## src/sv/lifsoma_pkg.sv

```systemverilog
// Package for the leaky integrate-and-fire soma update block.
// Holds field widths, register indexes, event and reset-mode codes.
// No dependencies.
`default_nettype none

package lifsoma_pkg;

	// Default width of the stored membrane potential
	localparam int POT_WIDTH_DEF = 24;

	// Field widths
	localparam int SYN_W   = 24;
	localparam int NOISE_W = 4;
	localparam int LEAK_W  = 16;
	localparam int BIAS_W  = 16;
	localparam int THR_W   = 24;
	localparam int EVENT_W = 2;
	localparam int OUTP_W  = 24;
	localparam int RKIND_W = 2;

	// Configuration port
	localparam int CFG_IDX_W  = 3;
	localparam int CFG_DATA_W = 24;

	// Stream data widths, padded to whole bytes
	localparam int S_TDATA_W = ((SYN_W + NOISE_W + 7) / 8) * 8;
	localparam int M_TDATA_W = ((OUTP_W + 7) / 8) * 8;
	localparam int M_TUSER_W = EVENT_W;

	// Register indexes
	localparam logic [CFG_IDX_W-1:0] REG_LEAK       = 3'd0;
	localparam logic [CFG_IDX_W-1:0] REG_BIAS       = 3'd1;
	localparam logic [CFG_IDX_W-1:0] REG_FIRE_THR   = 3'd2;
	localparam logic [CFG_IDX_W-1:0] REG_REV_LIMIT  = 3'd3;
	localparam logic [CFG_IDX_W-1:0] REG_FIRE_RESET = 3'd4;
	localparam logic [CFG_IDX_W-1:0] REG_REV_RESET  = 3'd5;
	localparam logic [CFG_IDX_W-1:0] REG_RESET_KIND = 3'd6;

	// Event codes
	localparam logic [EVENT_W-1:0] EV_IDLE = 2'd0;
	localparam logic [EVENT_W-1:0] EV_FIRE = 2'd1;
	localparam logic [EVENT_W-1:0] EV_REV  = 2'd2;

	// Reset modes; the fourth code reports the event and keeps the potential
	localparam logic [RKIND_W-1:0] RK_HARD   = 2'd0;
	localparam logic [RKIND_W-1:0] RK_SOFT   = 2'd1;
	localparam logic [RKIND_W-1:0] RK_SAT    = 2'd2;
	localparam logic [RKIND_W-1:0] RK_UNUSED = 2'd3;

	// Register reset values
	localparam logic [THR_W-1:0] FIRE_THR_RST  = 24'h000001;
	localparam logic [THR_W-1:0] REV_LIMIT_RST = 24'h800000;

endpackage

`default_nettype wire

```

## src/sv/lif_neuron_soma_update_top.sv

```systemverilog
// Top level of the leaky integrate-and-fire soma update: one membrane update
// per request, input register, update logic, result register, config bank.
// Depends on lifsoma_pkg.
//
// Usage:
//   s_* channel: one request per neuron time step. s_tdata carries the summed
//   synaptic input and the noise offset (0..9 normally) used only for the
//   threshold compares.
//   m_* channel: one result per request, in order. m_tuser carries the event
//   (idle, fired, reverse) and m_tdata the potential after the update.
//   cfg_* channel: register writes (index, data), always ready. Write only
//   while the block is idle; unknown indexes are dropped.
// Timing: a request taken at a clock edge is held in the input register; the
//   update runs combinationally from there into the result register, which
//   loads as soon as its slot is free. One request per clock is sustained while
//   m_tready stays high; the limit is the combinational leak, accumulate,
//   compare and reset path on the potential register.
// Stall: when the receiver holds m_tready low, the result register holds, the
//   input register holds one more request, and s_tready drops after that.
// Reset: arst_n clears both valid flags, the potential to zero and the
//   registers to their defaults (threshold 1, reverse limit most negative).
`default_nettype none

module lif_neuron_soma_update_top #(
	parameter int POT_WIDTH = lifsoma_pkg::POT_WIDTH_DEF
) (
	input  wire logic                                   clk,
	input  wire logic                                   arst_n,
	// request stream
	input  wire logic                                   s_tvalid,
	output logic                                        s_tready,
	// [23:0] syn_input, [27:24] noise_offset, [31:28] zero
	input  wire logic [lifsoma_pkg::S_TDATA_W-1:0]      s_tdata,
	// result stream
	output logic                                        m_tvalid,
	input  wire logic                                   m_tready,
	// [23:0] new_potential
	output logic [lifsoma_pkg::M_TDATA_W-1:0]           m_tdata,
	// [1:0] event_kind
	output logic [lifsoma_pkg::M_TUSER_W-1:0]           m_tuser,
	// register writes
	input  wire logic                                   cfg_valid,
	output logic                                        cfg_ready,
	input  wire logic [lifsoma_pkg::CFG_IDX_W-1:0]      cfg_index,
	input  wire logic [lifsoma_pkg::CFG_DATA_W-1:0]     cfg_data
);

	// Arithmetic width: holds the widest operand plus two guard bits so sums
	// of potential, input and bias never wrap before saturation.
	localparam int BASE_W = (POT_WIDTH > lifsoma_pkg::SYN_W) ? POT_WIDTH : lifsoma_pkg::SYN_W;
	localparam int EW     = BASE_W + 2;

	localparam logic signed [EW-1:0] POT_MAX = EW'((64'sd1 <<< (POT_WIDTH - 1)) - 64'sd1);
	localparam logic signed [EW-1:0] POT_MIN = -POT_MAX - EW'(1);

	// Clamp a wide value into the potential range
	function automatic logic signed [POT_WIDTH-1:0] sat_pot(input logic signed [EW-1:0] x);
		logic signed [EW-1:0] y;
		y = x;
		if (x > POT_MAX) begin
			y = POT_MAX;
		end else if (x < POT_MIN) begin
			y = POT_MIN;
		end
		return y[POT_WIDTH-1:0];
	endfunction

	// ---------------- configuration registers ----------------
	logic [lifsoma_pkg::LEAK_W-1:0]  leak_q;
	logic [lifsoma_pkg::BIAS_W-1:0]  bias_q;
	logic [lifsoma_pkg::THR_W-1:0]   fire_thr_q;
	logic [lifsoma_pkg::THR_W-1:0]   rev_limit_q;
	logic [lifsoma_pkg::THR_W-1:0]   fire_rst_q;
	logic [lifsoma_pkg::THR_W-1:0]   rev_rst_q;
	logic [lifsoma_pkg::RKIND_W-1:0] rkind_q;

	assign cfg_ready = 1'b1;

	always_ff @(posedge clk or negedge arst_n) begin
		if (!arst_n) begin
			leak_q      <= '0;
			bias_q      <= '0;
			fire_thr_q  <= lifsoma_pkg::FIRE_THR_RST;
			rev_limit_q <= lifsoma_pkg::REV_LIMIT_RST;
			fire_rst_q  <= '0;
			rev_rst_q   <= '0;
			rkind_q     <= lifsoma_pkg::RK_HARD;
		end else if (cfg_valid && cfg_ready) begin
			unique case (cfg_index)
				lifsoma_pkg::REG_LEAK:       leak_q      <= cfg_data[lifsoma_pkg::LEAK_W-1:0];
				lifsoma_pkg::REG_BIAS:       bias_q      <= cfg_data[lifsoma_pkg::BIAS_W-1:0];
				lifsoma_pkg::REG_FIRE_THR:   fire_thr_q  <= cfg_data[lifsoma_pkg::THR_W-1:0];
				lifsoma_pkg::REG_REV_LIMIT:  rev_limit_q <= cfg_data[lifsoma_pkg::THR_W-1:0];
				lifsoma_pkg::REG_FIRE_RESET: fire_rst_q  <= cfg_data[lifsoma_pkg::THR_W-1:0];
				lifsoma_pkg::REG_REV_RESET:  rev_rst_q   <= cfg_data[lifsoma_pkg::THR_W-1:0];
				lifsoma_pkg::REG_RESET_KIND: rkind_q     <= cfg_data[lifsoma_pkg::RKIND_W-1:0];
				default: begin
					// unknown index: drop the write
				end
			endcase
		end
	end

	// ---------------- input register ----------------
	logic                                valid_s1;
	logic [lifsoma_pkg::SYN_W-1:0]       syn_s1;
	logic [lifsoma_pkg::NOISE_W-1:0]     noise_s1;
	logic                                advance;

	// Move the held request into the result register when that slot is free
	assign advance  = valid_s1 && (!m_tvalid || m_tready);
	assign s_tready = !valid_s1 || advance;

	always_ff @(posedge clk or negedge arst_n) begin
		if (!arst_n) begin
			valid_s1 <= 1'b0;
		end else if (s_tready) begin
			valid_s1 <= s_tvalid;
		end
	end

	always_ff @(posedge clk) begin
		if (s_tvalid && s_tready) begin
			syn_s1   <= s_tdata[lifsoma_pkg::SYN_W-1:0];
			noise_s1 <= s_tdata[lifsoma_pkg::SYN_W +: lifsoma_pkg::NOISE_W];
		end
	end

	// ---------------- membrane update ----------------
	logic signed [POT_WIDTH-1:0] pot_q;

	logic signed [EW-1:0] pot_x, leak_x, bias_x, syn_x, thr_x, rev_x;
	logic signed [EW-1:0] fire_rst_x, rev_rst_x, noise_x;
	logic signed [POT_WIDTH-1:0] leaked, accum, pot_next;
	logic signed [EW-1:0] accum_x, noisy;
	logic [lifsoma_pkg::EVENT_W-1:0] event_next;

	always_comb begin
		pot_x      = $signed({{(EW-POT_WIDTH){pot_q[POT_WIDTH-1]}}, pot_q});
		leak_x     = $signed({{(EW-lifsoma_pkg::LEAK_W){leak_q[lifsoma_pkg::LEAK_W-1]}}, leak_q});
		bias_x     = $signed({{(EW-lifsoma_pkg::BIAS_W){bias_q[lifsoma_pkg::BIAS_W-1]}}, bias_q});
		syn_x      = $signed({{(EW-lifsoma_pkg::SYN_W){syn_s1[lifsoma_pkg::SYN_W-1]}}, syn_s1});
		thr_x      = $signed({{(EW-lifsoma_pkg::THR_W){fire_thr_q[lifsoma_pkg::THR_W-1]}},
			fire_thr_q});
		rev_x      = $signed({{(EW-lifsoma_pkg::THR_W){rev_limit_q[lifsoma_pkg::THR_W-1]}},
			rev_limit_q});
		fire_rst_x = $signed({{(EW-lifsoma_pkg::THR_W){fire_rst_q[lifsoma_pkg::THR_W-1]}},
			fire_rst_q});
		rev_rst_x  = $signed({{(EW-lifsoma_pkg::THR_W){rev_rst_q[lifsoma_pkg::THR_W-1]}},
			rev_rst_q});
		noise_x    = $signed({{(EW-lifsoma_pkg::NOISE_W){1'b0}}, noise_s1});

		// leak toward zero (away from zero when leak_q is negative)
		priority if (pot_q > 0) begin
			leaked = sat_pot(pot_x - leak_x);
		end else if (pot_q < 0) begin
			leaked = sat_pot(pot_x + leak_x);
		end else begin
			leaked = pot_q;
		end

		// integrate input and bias in one step
		accum   = sat_pot($signed({{(EW-POT_WIDTH){leaked[POT_WIDTH-1]}}, leaked})
			+ syn_x + bias_x);
		accum_x = $signed({{(EW-POT_WIDTH){accum[POT_WIDTH-1]}}, accum});
		noisy   = accum_x + noise_x;

		// fire has priority over reverse
		pot_next   = accum;
		event_next = lifsoma_pkg::EV_IDLE;
		priority if (noisy >= thr_x) begin
			event_next = lifsoma_pkg::EV_FIRE;
			unique case (rkind_q)
				lifsoma_pkg::RK_HARD:   pot_next = sat_pot(fire_rst_x);
				lifsoma_pkg::RK_SOFT:   pot_next = sat_pot(accum_x - thr_x);
				lifsoma_pkg::RK_SAT:    pot_next = sat_pot(thr_x);
				lifsoma_pkg::RK_UNUSED: pot_next = accum;
				default:                pot_next = accum;
			endcase
		end else if (noisy <= rev_x) begin
			event_next = lifsoma_pkg::EV_REV;
			unique case (rkind_q)
				lifsoma_pkg::RK_HARD:   pot_next = sat_pot(rev_rst_x);
				lifsoma_pkg::RK_SOFT:   pot_next = sat_pot(accum_x + rev_x);
				lifsoma_pkg::RK_SAT:    pot_next = sat_pot(rev_x);
				lifsoma_pkg::RK_UNUSED: pot_next = accum;
				default:                pot_next = accum;
			endcase
		end
	end

	always_ff @(posedge clk or negedge arst_n) begin
		if (!arst_n) begin
			pot_q <= '0;
		end else if (advance) begin
			pot_q <= pot_next;
		end
	end

	// ---------------- result register ----------------
	logic signed [EW-1:0]               pot_next_x;
	logic [lifsoma_pkg::OUTP_W-1:0]     outp_q;
	logic [lifsoma_pkg::EVENT_W-1:0]    event_q;
	logic                               out_valid_q;

	assign pot_next_x = $signed({{(EW-POT_WIDTH){pot_next[POT_WIDTH-1]}}, pot_next});

	always_ff @(posedge clk or negedge arst_n) begin
		if (!arst_n) begin
			out_valid_q <= 1'b0;
		end else if (advance) begin
			out_valid_q <= 1'b1;
		end else if (m_tready) begin
			out_valid_q <= 1'b0;
		end
	end

	always_ff @(posedge clk) begin
		if (advance) begin
			outp_q  <= pot_next_x[lifsoma_pkg::OUTP_W-1:0];
			event_q <= event_next;
		end
	end

	assign m_tvalid = out_valid_q;
	assign m_tdata  = {{(lifsoma_pkg::M_TDATA_W-lifsoma_pkg::OUTP_W){1'b0}}, outp_q};
	assign m_tuser  = event_q;

	// ---------------- assertions ----------------
	logic signed [EW-1:0] pot_q_x;
	assign pot_q_x = $signed({{(EW-POT_WIDTH){pot_q[POT_WIDTH-1]}}, pot_q});

	a_pot_hold: assert property (@(posedge clk) disable iff (!arst_n)
		!advance |=> $stable(pot_q))
		else $error("potential changed without an update");

	a_adv_out: assert property (@(posedge clk) disable iff (!arst_n)
		advance |=> m_tvalid)
		else $error("update did not produce a result");

	a_out_match: assert property (@(posedge clk) disable iff (!arst_n)
		m_tvalid |-> (outp_q == pot_q_x[lifsoma_pkg::OUTP_W-1:0]))
		else $error("offered potential differs from stored potential");

	a_ready_stall: assert property (@(posedge clk) disable iff (!arst_n)
		!s_tready |-> (valid_s1 && m_tvalid && !m_tready))
		else $error("request side stalled without a full pipeline");

endmodule

`default_nettype wire

```

## config.mk

```make
export PLATFORM = sky130hd
export DESIGN_NAME = lif_neuron_soma_update_top
export DESIGN_NICKNAME = d
export VERILOG_FILES = /design/src/sv/lifsoma_pkg.sv /design/src/sv/lif_neuron_soma_update_top.sv
export SDC_FILE = /design/constraint.sdc
export NUM_CORES = 1
export LEC_CHECK = 0
export BUFFER_PORTS_ARGS = -buffer_cell sky130_fd_sc_hd__buf_2
export CAP_MARGIN = 20
export CORE_UTILIZATION = 27
export CTS_CLUSTER_DIAMETER = 150
export CTS_CLUSTER_SIZE = 24
export DETAILED_ROUTE_END_ITERATION = 10
export PLACE_DENSITY = 0.5
export SKIP_LAST_GASP = 1
export SLEW_MARGIN = 20
export SYNTH_ARGS = -nofsm -noshare
export SYNTH_HDL_FRONTEND = slang
export SYNTH_SLANG_ARGS = --single-unit
export TNS_END_PERCENT = 30
```

## constraint.sdc

```tcl
create_clock -name clk -period 28.7 [get_ports clk]
set_clock_uncertainty 0.1 [all_clocks]
set_input_delay 5.74 -clock clk [delete_from_list [all_inputs] [get_ports clk]]
set_output_delay 5.74 -clock clk [all_outputs]
set_load 0.02 [all_outputs]
```

==> results of run 1 <==
[cell type report]
type	instances	area (um2)	area share, %
sequential	210	5530	26.0
clock buffer	18	365	1.72
tap	940	1180	5.54
timing repair buffer	121	717	3.37
antenna	4	10.0	0.0471
inverter	131	492	2.31
multi-input combinational	1761	12900	60.7
clock inverter	3	57.6	0.271
[cells in the final DEF (no fill, tap or decap), types with 25 or more instances in the layout]
master / count
nor2_1: 162
a21oi_1: 172
a21o_1: 34
nor3_1: 44
inv_1: 127
nand2b_1: 26
o21a_1: 25
fa_1: 30
buf_4: 33
xnor2_1: 66
edfxtp_1: 54
ha_1: 175
nand3_1: 41
mux2i_1: 25
nand2_1: 187
o21ai_0: 167
dfrtp_1: 152
buf_2: 86
mux2_2: 111
a211oi_1: 29
xor2_1: 41
[through the flow]
| step | utilization [%] | setup slack, ns | instance area, um2 | hold WS, ns |
|---|---|---|---|---|
| floorplan | - | 16.84 | 19400 | 0.357 |
| global placement | 29.5 | 13.76 | 20800 | 0.372 |
| detailed placement | 29.5 | 13.73 | 20800 | 0.391 |
| CTS | 30.1 | 13.67 | 21200 | 0.421 |
| global route | 30.1 | 13.03 | 21200 | 0.434 |
| finish | 30.1 | 13.64 | 21200 | 0.418 |
[cells in the mapped netlist, types with 7 or more instances]
library cell	number	share of area, %
mux2i_1	25	1.3
a211oi_1	29	1.1
fa_1	30	3.1
and2_1	17	0.55
and3_1	16	0.52
a21boi_0	7	0.27
nor2b_1	13	0.42
and4_1	7	0.32
or3_1	17	0.55
o21a_1	25	0.97
buf_2	27	0.70
ha_1	175	11
clkbuf_1	64	1.2
o21bai_1	20	0.78
nor4_1	17	0.55
o21ai_0	167	4.3
mux2_2	111	6.5
a211o_1	11	0.50
o211ai_1	22	0.85
xnor2_1	66	3.0
nor3_1	46	1.2
a21o_1	34	1.3
a31oi_1	18	0.58
inv_1	127	2.5
a21oi_1	172	4.4
o22ai_1	23	0.74
nand2_1	187	3.6
o21ai_1	8	0.21
nor2_1	162	3.1
o221ai_1	13	0.59
xor2_1	41	1.9
o211a_1	11	0.57
dfrtp_1	154	20
o31ai_1	18	0.70
nand2b_1	26	0.84
a2111oi_0	7	0.32
nand4_1	21	0.68
nand3_1	41	1.1
edfxtp_1	54	8.4
a221oi_1	24	1.1
or2_2	10	0.32
[kinds of logic after synthesis]
family,count (synthesis)
AND/OR/NAND/NOR,608
AO/OA/AOI/OAI,703
XOR/XNOR,107
other,1
adder cells (fa/ha/maj),206
flip-flops,210
buffers and inverters,237
multiplexers,136
[sequential cells by signal (all words and copies together), names as in the netlist, 4 cells and up]
register	cells
pot_q	24
syn_s1	24
rev_limit_q	24
m_tdata	24
bias_q	16
rev_rst_q	24
fire_thr_q	24
fire_rst_q	24
noise_s1	4
leak_q	16
[metal layers]
| layer | vias to the layer above | GRT usage, % |
|---|---|---|
| met2 | 593 | 35.1 |
| met4 | 0 | 6.80 |
| met5 | - | 0 |
| met1 | 8679 | 27.5 |
| met3 | 115 | 2.56 |
| li1 | 8201 | - |
[worst min path at each step]
stage	to	slack, ns	cells past startpoint
floorplan	m_tvalid	0.36	1
global placement	m_tvalid	0.37	1
detailed placement	fire_rst_q[9]	0.39	1
CTS	rev_rst_q[0]	0.42	1
global route	rev_rst_q[13]	0.43	1
finish	rev_rst_q[9]	0.42	1
==> flow_summary.json, run 1 <==
{
  "drive_gt1_share_pct": 13.9,
  "grt_pass1_vias": 17600,
  "grt-ovfl-total": 0,
  "core_mm2": 0.0705,
  "area_delta_synth_final_pct": 9.75,
  "end_kind": "register",
  "synthSimpleGateAreaFrac_pct": 15.0,
  "syn_avg_cell_area_um2": 8.77,
  "grt_max_degree": 96,
  "dp_hpwl_um": 61100,
  "synthArstFlopShare_pct": 74.3,
  "rrSetupSlack_ns": 13.64,
  "clkLatencyLatePin_ns": 0.53,
  "hold_path_startpoint": "rev_rst_q[9]",
  "initialDrtViolationCount": 1565,
  "synth_edf_count": 54,
  "hp-class": "register to register",
  "clockRootBuffer": "clkbuf_16",
  "cts.htree.levels": 1,
  "cts_tree": "done",
  "cp.depth": 44,
  "synth-seq-area-share_pct": 28.6,
  "synthFlopType": "dfrtp_1",
  "vias": 17600,
  "wl_per_cell_um": 24.3,
  "max_freq_mhz": 66.4,
  "syn_area_mm2": 0.0194,
  "core.rowCount": 97,
  "rsz0062_at_grt": "no",
  "io_pins": 93,
  "die-area_mm2": 0.0728,
  "slew_headroom_pct": 27.2,
  "hold_viol_final": 0,
  "synth_warnings": 0,
  "routed_wl_um": 77500,
  "critPathSlowestCell": "a211oi_1",
  "maxCapViolCount": 0,
  "period_needed_ns": 15.06,
  "synth_cell_types": 101,
  "worstPathMaxFanout": 19,
  "max_stage_delay_ns": 0.83,
  "synth_fp_nets": 2477,
  "dp.cells": 3162,
  "route.detailed.drc": 0,
  "via_per_inst": 5.52,
  "cts_buffers": 13,
  "numClockSinks": 210,
  "start_util_pct": 27.5,
  "critical_path_class": "register to register",
  "synthAdderAreaFrac_pct": 14.5,
  "required_ns": 29.07,
  "status": "finished clean",
  "synth-xor-area-share_pct": 4.84,
  "setup_viol": 0,
  "critPathLaunchType": "register",
  "ctsHoldBuffers": 0,
  "fillCellCount": 7427,
  "synth_compound_area_share_pct": 24.4,
  "drv_slew": 0,
  "totalNegativeSetupSlack_ns": 0,
  "synthCells": 2208,
  "die_x_um": 270,
  "wl_met2_um": 36500,
  "top_layer_used": "met4",
  "fin_crit_sh_pct": 52.5,
  "grt_antenna_before_repair": 3,
  "dr.pass1.iters": 6,
  "final_cells": 3188,
  "r2r_start": "leak_q[15]",
  "postCtsSetupBuffers": 0,
  "fin_nets": 2507,
  "r2r_end": "pot_q[11]",
  "r2r_cells": 44,
  "cp-endpoint": "pot_q[11]",
  "synth_top_family_by_area": "compound AO/OA/AOI/OAI gates",
  "arrival_ns": 15.43,
  "cts.repair.resized": 0,
  "die_y_um": 270,
  "cp-startpoint": "leak_q[15]",
  "worst_slew_pin_slew_ns": 1.08,
  "synthMuxAreaShare_pct": 7.75,
  "place.port_buffers": 87,
  "ant_nets": 0,
  "grt_pass1_wl_um": 115000,
  "clock_tree.buffer_depth": 3,
  "grt.total_usage_pct": 20.9,
  "clk_pin_slew_worst_paths_ns": 0.11,
  "gp_congestion": 0.952,
  "yosys_register_bits": 210,
  "met1_length_um": 33800,
  "path_buf_inv": 5,
  "critical-path-top-delay-family": "compound AO/OA/AOI/OAI gates",
  "wl_met3_um": 4650
}
Power of run 1 is not shown: default switching activity piles up to over one toggle a cycle in this logic, so the estimate is an artifact.
==> run 2, diff against run 1 <==
--- a/config.mk
+++ b/config.mk
@@ -11,7 +11,7 @@
 export CTS_CLUSTER_DIAMETER = 150
 export CTS_CLUSTER_SIZE = 24
 export DETAILED_ROUTE_END_ITERATION = 10
-export PLACE_DENSITY = 0.5
+export PLACE_DENSITY = 0.51
 export SKIP_LAST_GASP = 1
 export SLEW_MARGIN = 20
 export SYNTH_ARGS = -nofsm -noshare
==> constraint.sdc (replaced) <==
create_clock -name clk -period 12.7 [get_ports clk]
set_clock_uncertainty 0.1 [all_clocks]
set_input_delay 2.54 -clock clk [delete_from_list [all_inputs] [get_ports clk]]
set_output_delay 2.54 -clock clk [all_outputs]
set_load 0.02 [all_outputs]
==> flow_summary.json, run 2 (same netlist as run 1, synthesis figures left out) <==
{
  "totalNegativeSetupSlack_ns": 0,
  "initialDrtViolationCount": 1611,
  "numClockSinks": 210,
  "slew_headroom_pct": 37.8,
  "grt-ovfl-total": 0,
  "clkLatencyLatePin_ns": 0.53,
  "max_freq_mhz": 82.0,
  "die-area_mm2": 0.0728,
  "cts.htree.levels": 1,
  "grt_pass1_wl_um": 117000,
  "fin_nets": 2610,
  "setup_viol": 0,
  "routed_wl_um": 79100,
  "dp_hpwl_um": 63300,
  "rsz0062_at_grt": "no",
  "cts_buffers": 13,
  "multiInputGateArea_mm2": 0.0129,
  "grt.total_usage_pct": 21.3,
  "drive_gt1_share_pct": 18.1,
  "grt_pass1_vias": 17800,
  "via_per_inst": 5.45,
  "gp_congestion": 0.942,
  "vias": 17900,
  "layout_commonest_cell": "nand2_1",
  "area_delta_synth_final_pct": 13.8,
  "route.detailed.drc": 0,
  "critical_path_class": "register to register",
  "status": "finished clean",
  "critPathLaunchType": "register",
  "worst_slew_pin_slew_ns": 0.928,
  "cts_tree": "done",
  "arrival_ns": 12.37,
  "drv_slew": 0,
  "max_stage_delay_ns": 0.51,
  "die_y_um": 270,
  "fin_crit_sh_pct": 96.0,
  "clock_tree.buffer_depth": 3,
  "ant_nets": 0,
  "ctsHoldBuffers": 0,
  "critPathSlowestCell": "fa_1",
  "clockRootBuffer": "clkbuf_16",
  "wl_per_cell_um": 24.0,
  "layout_common_cells": "nand2_1, ha_1, a21oi_1",
  "grt_antenna_before_repair": 5,
  "hp-class": "register to register",
  "clk_pin_slew_worst_paths_ns": 0.10,
  "period_needed_ns": 12.19,
  "required_ns": 12.88,
  "hold_viol_final": 0,
  "start_util_pct": 27.5,
  "worstPathMaxFanout": 22,
  "end_kind": "register",
  "io_pins": 93,
  "timing.critical_path.mode_cell": "buf_4",
  "place.port_buffers": 87,
  "dr.pass1.iters": 5,
  "die_x_um": 270,
  "core_mm2": 0.0705,
  "regArea_mm2": 0.00553,
  "core.rowCount": 97,
  "maxCapViolCount": 0,
  "postCtsSetupBuffers": 0,
  "grt_max_degree": 63,
  "fillCellCount": 7449,
  "cts.repair.resized": 0
}
run 2: final timing paths:
check	slack, ns	depth (start not counted)	end	startpoint
worst min-delay path	0.41	1	fire_rst_q[23]	fire_rst_q[23]
max in group asynchronous	9.38	2	rkind_q[0]	arst_n
worst min register to register	0.41	1	fire_rst_q[23]	fire_rst_q[23]
worst max register to register	0.51	44	m_tdata[15]	pot_q[4]
worst max-delay path	0.51	44	m_tdata[15]	pot_q[4]
min in group asynchronous	1.81	1	rev_limit_q[19]	arst_n
run 2: cell type report:
class,instances,area share [%]
repair buffers,224,6.67
diodes,3,0.0341
multi-input cells,1761,58.7
inverters,131,2.23
flip-flops and latches,210,25.1
clock buffers,15,1.51
well taps,940,5.34
clock inverters,6,0.409
run 2: metal layers:
metal	share of wire, %	track usage, %	wire length [um]	up-vias
li1	-	-	-	8400
met4	3.2	6.22	2500	0
met2	47	36.3	37400	587
met3	5.4	2.11	4300	117
met5	0	0	0	-
met1	44	28.4	34800	8833
run 2: through the flow:
stage | hold WS, ns | utilization, % | setup slack [ns] | area, um2 | instances
floorplan | 0.357 | - | 2.40 | 19400 | 2208
finish | 0.414 | 31.2 | 0.505 | 22000 | 3290
CTS | 0.416 | 31.2 | 0.123 | 22000 | 3287
detailed placement | 0.386 | 30.6 | 0.173 | 21600 | 3266
global placement | 0.379 | 30.6 | 0.196 | 21600 | 3266
global route | 0.436 | 31.2 | 0.109 | 22000 | 3287
run 2: critical path: cells and delay by family, from the launching register on:
kind                     cells  cell delay, ns
AND/OR/NAND/NOR             16            3.86
multiplexers                 1            0.44
AO/OA/AOI/OAI               15            3.59
adder cells (fa/ha/maj)      5            2.11
flip-flops                   1            0.46
buffers and inverters        7            1.35
Power of run 2 is left out for the same reason.
